==> config.mk <==
export PLATFORM = sky130hd
export DESIGN_NAME = uefa_div
export DESIGN_NICKNAME = d
export VERILOG_FILES = /design/src/design/uefa_pkg.sv /design/src/design/uefa_div.sv
export SDC_FILE = /design/constraint.sdc
export NUM_CORES = 1
export LEC_CHECK = 0
export BUFFER_PORTS_ARGS = -buffer_cell sky130_fd_sc_hd__buf_2
export CORE_MARGIN = 1
export CORE_UTILIZATION = 40
export DETAILED_ROUTE_END_ITERATION = 7
export GPL_ROUTABILITY_DRIVEN = 0
export HOLD_SLACK_MARGIN = 0.1
export SYNTH_ARGS = -nofsm -noshare
export SYNTH_HDL_FRONTEND = slang
export SYNTH_SLANG_ARGS = --single-unit
==> constraint.sdc <==
create_clock -name clk -period 6.1 [get_ports clk]
set_clock_uncertainty 0.05 [all_clocks]
set_input_delay 1.22 -clock clk [delete_from_list [all_inputs] [get_ports clk]]
set_output_delay 1.22 -clock clk [all_outputs]
set_load 0.02 [all_outputs]
==> src/design/uefa_pkg.sv <==
// ----------------------------------------------------------------------------
// uefa_pkg: shared types and helpers of the upwind edge flux accumulator
// Item formats, item kinds, reset constants and saturation functions.
// ----------------------------------------------------------------------------
package uefa_pkg;

  localparam int unsigned NODE_COUNT_DEF = 1024;
  localparam logic [31:0] TIME_STEP_RESET = 32'd65536;

  typedef enum logic [1:0] {
    KIND_LOAD     = 2'd0,
    KIND_INTERIOR = 2'd1,
    KIND_BOUNDARY = 2'd2,
    KIND_FINAL    = 2'd3
  } kind_t;

  typedef struct packed {
    kind_t              kind;
    logic [9:0]         node_a;
    logic [9:0]         node_b;
    logic signed [31:0] vel_u;
    logic signed [31:0] vel_v;
    logic signed [31:0] normal_x;
    logic signed [31:0] normal_y;
    logic [30:0]        edge_length;
    logic [30:0]        volume;
  } in_item_t;

  typedef struct packed {
    logic [9:0]         out_node;
    logic signed [31:0] rhs_u;
    logic signed [31:0] rhs_v;
  } out_item_t;

  // Request from the sequencer to the serial divider.
  typedef struct packed {
    logic        start;
    logic [30:0] divisor;
    logic [30:0] rem;
    logic [31:0] low;
  } div_req_t;

  localparam logic signed [49:0] S32_MAX = 50'sd2147483647;
  localparam logic signed [49:0] S32_MIN = -50'sd2147483648;
  localparam logic signed [49:0] S48_MAX = 50'sd140737488355327;
  localparam logic signed [49:0] S48_MIN = -50'sd140737488355328;

  function automatic logic signed [49:0] ext48(input logic signed [47:0] x);
    return {{2{x[47]}}, x};
  endfunction

  function automatic logic signed [31:0] sat32(input logic signed [49:0] x);
    logic signed [31:0] r;
    if (x > S32_MAX) r = 32'sh7fffffff;
    else if (x < S32_MIN) r = 32'sh80000000;
    else r = x[31:0];
    return r;
  endfunction

  function automatic logic signed [47:0] sat48(input logic signed [49:0] x);
    logic signed [47:0] r;
    if (x > S48_MAX) r = {1'b0, {47{1'b1}}};
    else if (x < S48_MIN) r = {1'b1, {47{1'b0}}};
    else r = x[47:0];
    return r;
  endfunction

endpackage

==> src/design/uefa_div.sv <==
// ----------------------------------------------------------------------------
// uefa_div: restoring serial divider
// Divides {rem, low} by divisor, one quotient bit per cycle, into a 32-bit quotient.
// The starting remainder must be below the divisor.
// ----------------------------------------------------------------------------
module uefa_div
  import uefa_pkg::*;
(
  input  logic        clk,
  input  logic        rst_n,
  input  div_req_t    req,
  output logic        busy,
  output logic        done,
  output logic [31:0] quotient
);

  logic        busy_r;
  logic        done_r;
  logic [4:0]  cnt_r;
  logic [30:0] rem_r;
  logic [30:0] dsr_r;
  logic [31:0] quo_r;
  logic [31:0] trial;
  logic        fits;

  assign trial = {rem_r, quo_r[31]};
  assign fits  = trial >= {1'b0, dsr_r};

  always_ff @(posedge clk) begin
    if (!rst_n) begin
      busy_r <= 1'b0;
      done_r <= 1'b0;
      cnt_r  <= '0;
    end else begin
      done_r <= 1'b0;
      if (req.start && !busy_r) begin
        busy_r <= 1'b1;
        cnt_r  <= '0;
        rem_r  <= req.rem;
        dsr_r  <= req.divisor;
        quo_r  <= req.low;
      end else if (busy_r) begin
        // The remainder stays below the divisor, so 31 bits hold it.
        rem_r <= fits ? 31'(trial - {1'b0, dsr_r}) : trial[30:0];
        quo_r <= {quo_r[30:0], fits};
        cnt_r <= cnt_r + 5'd1;
        if (cnt_r == 5'd31) begin
          busy_r <= 1'b0;
          done_r <= 1'b1;
        end
      end
    end
  end

  assign busy     = busy_r;
  assign done     = done_r;
  assign quotient = quo_r;

endmodule

* After elaboration in Yosys (flattened, before gate mapping)
Index checks and enable logic that the tools add are counted.
Storage, ports and cells: logic and storage cells 28, register bits after elaboration 101, output and inout port bits 34
Operators by class: bitwise gates (word level) 2, magnitude comparators 1, equal/unequal tests 1, add/subtract/negate cells 2, muxes and demuxes 9, reductions and logical operators 7
Operators with widths (number):
- 2-to-1 mux 31 bit | 3
- 2-to-1 mux 32 bit | 2
- >= comparator 32 x 31 -> 1 bit | 1
- subtractor 31 bit | 1
- adder 5 x 1 -> 5 bit, second input constant | 1
- equality test 5 bit, second input constant | 1
- 2-to-1 mux 1 bit | 4
- AND reduction 2 bit | 2
- OR reduction 3 bit | 1
- NOT 1 bit | 2
- nonzero test 2 bit | 1
- OR reduction 2 bit | 1
- logical AND 1 bit | 1
- logical NOT 1 bit | 1

* Longest topological paths before layout
depth in word-level cells 4, mapped depth 15

* Worst setup path after synthesis
OpenSTA, ideal clock, no wires.
kind input to register, start input port rst_n, end register quo_r[0], in the netlist quotient[0] (enable), stages 1, slack 2.938 ns, arrival 2.686 ns, path through o21a_1
On the way: word-level cells in the longest chain between the ends 1
RTL lines:
- from (decl) | RTL line uefa_div.sv:10 | input logic rst_n,
- AND reduction 2 bit (no source line)
- to (signal assigned) | RTL line uefa_div.sv:41 | quo_r <= req.low;
- to (signal assigned) | RTL line uefa_div.sv:45 | quo_r <= {quo_r[30:0], fits};
- to (decl) | RTL line uefa_div.sv:22 | logic [31:0] quo_r;
No other way between the ends. A chain may end at the register's enable or synchronous reset.

* Worst setup path in the final report
start register quo_r[31], in the netlist quotient[31], end register rem_r[27], data pin
On the way: word-level cells in the longest chain between the ends 4, elaborated cells on any way between the ends 5, classes of those cells 1 x add/sub; 1 x order compare; 3 x mux
RTL lines:
- subtractor 31 bit or >= comparator 32 x 31 -> 1 bit (tied branches) | RTL line uefa_div.sv:44, uefa_div.sv:27
- 2-to-1 mux 31 bit (*) | RTL line uefa_div.sv:44 | rem_r <= fits ? 31'(trial - {1'b0, dsr_r}) : trial[30:0];
- 2-to-1 mux 31 bit (*) | RTL line uefa_div.sv:42 | end else if (busy_r) begin
- 2-to-1 mux 31 bit (*) | RTL line uefa_div.sv:36 | if (req.start && !busy_r) begin
- to (signal assigned) | RTL line uefa_div.sv:39 | rem_r <= req.rem;
- to (signal assigned) | RTL line uefa_div.sv:44
- to (decl) | RTL line uefa_div.sv:20 | logic [30:0] rem_r;
Mark *: on every way between the ends. The rest lies on a longest branch, timed or not. The select of a mux whose other input is x is not followed.

==> metrics.md <==
| Metric | Value |
|---|---|
| Layout cell share with drive strength beyond 1 | `0.2146` |
| Worst skew pair latency | `0.36 ns` |
| Ant diodes | `0` |
| Worst path bufs/invs | `2` |
| Synth area leaders | `edfxtp_1 (47%), nand2_1 (9.6%), ha_1 (6.9%)` |
| Synthesized Nets | `between 700 and 800` |
| Post-route DRC violation count | `0` |
| Htree depth | `3` |
| RSZ-0062 raised after global routing | `no` |
| Most numerous cell in the Yosys netlist | `nand2_1` |
| Max Fclk | `0.2695 GHz` |
| Core Area | `14,590 µm²` |
| CP Max Fanout | `20` |
| Num CTS Buffers | `9` |
| Worst ir drop on vdd | `roughly 150 µV` |
| Slew Viols, Final | `0` |
| CTS hold repair buffers | `0` |
| Worst rel slew slack | `0.3252` |
| Number of routed nets with antenna violations | `0` |
| Ys async rst share | `0` |
| Routed WL | `14.74 mm` |
| Starting density of the core | `0.4119` |
| Final setup margin | `2.389 ns` |
| Status | `finished clean` |
| Die X-Extent | `124.6 µm` |
| Worst setup SP type | `flip-flop` |
| Global route overflow | `0` |
| Resize count post-CTS | `0` |
| Iter 0 DRT Violations | `298` |
| Crit path cell chain | `inv_1 > ha_1 > fa_1 > nor2b_1 > o21a_1 > o21ai_1 > a21oi_1 > a211o_1 > o221a_4 > nor2_2 > buf_4 > or4_1 > nor3b_2` |
| Most used DFF post-synth | `edfxtp_1` |
| Tmin final | `approximately 3.7 ns` |
| Crit-path slowest cell | `or4_1` |
| WL/cell | `between 15 and 20 µm` |
| CTS Root Buffer Type | `clkbuf_16` |
| Worst endpoint required time | `6.16 ns` |
| Final net count | `881` |
| Area delta synth->final | `18.30%` |
| Setup violations, final | `0` |
| Final TNS setup | `0 ns` |
| Cells after Synth | `634` |
| Flop and latch count out of synthesis | `101` |
| Post CTS Setup Buffer Count | `0` |
| Share of the synthesized area in the top cell type | `0.4697` |
| First-pass GRT wire length | `24.60 mm` |
| Fillers | `1,374` |
| DRT Pass-1 Iters | `4` |
| Worst EP arrival | `roughly 3.8 ns` |
| Total Power | `between 1.5 and 2 mW` |
| Max Root-Sink Buffers | `2` |
| GRT Total Usage | `0.1963` |
| HPWL after DPL | `10.61 mm` |
| Sequential area share after synthesis | `0.4930` |
| Final instance area | `7109 µm²` |
| Area leader, netlist | `edfxtp_1` |
| Avg Synthesized Cell Area | `9.479 µm²` |
| Synth Cell Area | `roughly 6000 µm²` |
| Port Buf Inserts | `130` |
| Fin. Hold Viols | `0` |
| Unique masters post-synth | `58` |
| Clk slew on worst S/H paths | `0.08 ns` |
| Final period util | `0.6083` |
| Top cells by count, synth | `nand2_1 (153), edfxtp_1 (94), nor2_1 (45)` |
| Vias in the first global route | `approximately 5.1k` |
| WS Path Type | `flip-flop to flip-flop` |
| Die ar. | `15,520 µm²` |
| Max Cap Viol | `0` |
| DP Worst Slack | `2.403 ns` |
| Largest net degree at the start of global routing | `63` |
| Hold_ws | `0.4913 ns` |
| P per Cell Area | `276.4 nW/µm²` |
| Slowest stage delay, CP | `0.48 ns` |
| Worst hold-check path type | `flip-flop to flip-flop` |
| DP Area | `just under 7000 µm²` |
| Crit path max-delay family | `compound AO/OA/AOI/OAI gates` |
| Yosys warns | `0` |
| Initial antenna violation count | `0` |
| Via density | `roughly 5.3` |
| Die Y | `~120 µm` |
| Row Count | `44` |
| Crit. End Element | `flip-flop` |
| Post-synth EDFFs | `94` |
| Worst slew pin tran | `1.010 ns` |
| # IOs | `131` |
| Clock sinks | `~100` |
| CTS tree | `done` |
| DR vias | `approximately 5k` |
| LEAKAGE | `3.172 nW` |
metal layers:
metal / global-route usage / vias up / part of all wire
met5: 0 / - / 0
met4: 0.05953 / 0 / 0.015
met3: 0.04897 / 15 / 0.063
met2: 0.3328 / 149 / 0.46
met1: 0.2450 / 2322 / 0.46
li1: - / 2476 / -
path summary, 6_finish.rpt:
path	from	to	slack, ns	depth (start not counted)
worst min register to register	quotient[21]	quotient[22]	0.49	2
worst min-delay path	quotient[21]	quotient[22]	0.49	2
worst max-delay path	quotient[31]	rem_r[27]	2.39	13
worst max register to register	quotient[31]	rem_r[27]	2.39	13
report_power, final:
part | leakage [nW] | switching (mW) | internal (mW)
clock | 0.151 | 0.279 | 0.327
combinational | 2.08 | 0.295 | 0.203
sequential | 0.944 | 0.0295 | 0.831
tightest hold or removal path, cell delays in order (launching register included):
cell	delay (ns)
edfxtp_1	0.34
nand2_1	0.05
nand2_1	0.05
cell type report:
type / count / area (µm²) / area share
Sequential cell: 101 / 2963 / 0.4168
Multi-Input combinational cell: 464 / 2778 / 0.3907
Timing Repair Buffer: 134 / 680.7 / 0.09574
Tap cell: 184 / 230.2 / 0.03238
Clock buffer: 10 / 229.0 / 0.03221
Inverter: 40 / 150.1 / 0.02112
Clock inverter: 6 / 78.83 / 0.01109
kinds of logic after synthesis:
logic type                 after synthesis  share of synthesized area
AOI/OAI and AO/OA                      131                     0.1428
xor gates and xnor gates                23                    0.03352
adders and majority gates               34                    0.07204
buffers and inverters                   69                    0.04789
DFF                                    101                     0.4930
muxes                                    3                   0.005413
and+or+nand+nor                        273                     0.2053
per-stage QoR:
stage / instances / utilization
final: 939 / 0.4873
after global routing: 939 / 0.4873
after CTS: 939 / 0.4873
after detailed placement: 923 / 0.4662
after global placement: 923 / 0.4662
after floorplan: 634 / -
cells in the final DEF, fill, tap and decap left out, types with 7 or more instances in the layout:
master / count
nor2_1: 44
xor2_1: 10
nand3_1: 9
a21o_1: 12
o21a_1: 7
and3_1: 8
edfxtp_1: 94
ha_1: 33
clkbuf_16: 9
dfxtp_1: 7
buf_2: 130
xnor2_1: 13
nand4_1: 7
nor2b_1: 9
nand2_1: 153
a21oi_1: 33
a31oi_1: 28
o21ai_0: 14
inv_1: 40
registers in the layout, indices dropped and copies added (netlist names):
register  flops
cnt_r         5
busy          1
rem_r        31
dsr_r        31
quotient     32
done          1
(Power assumes the default switching activity.)
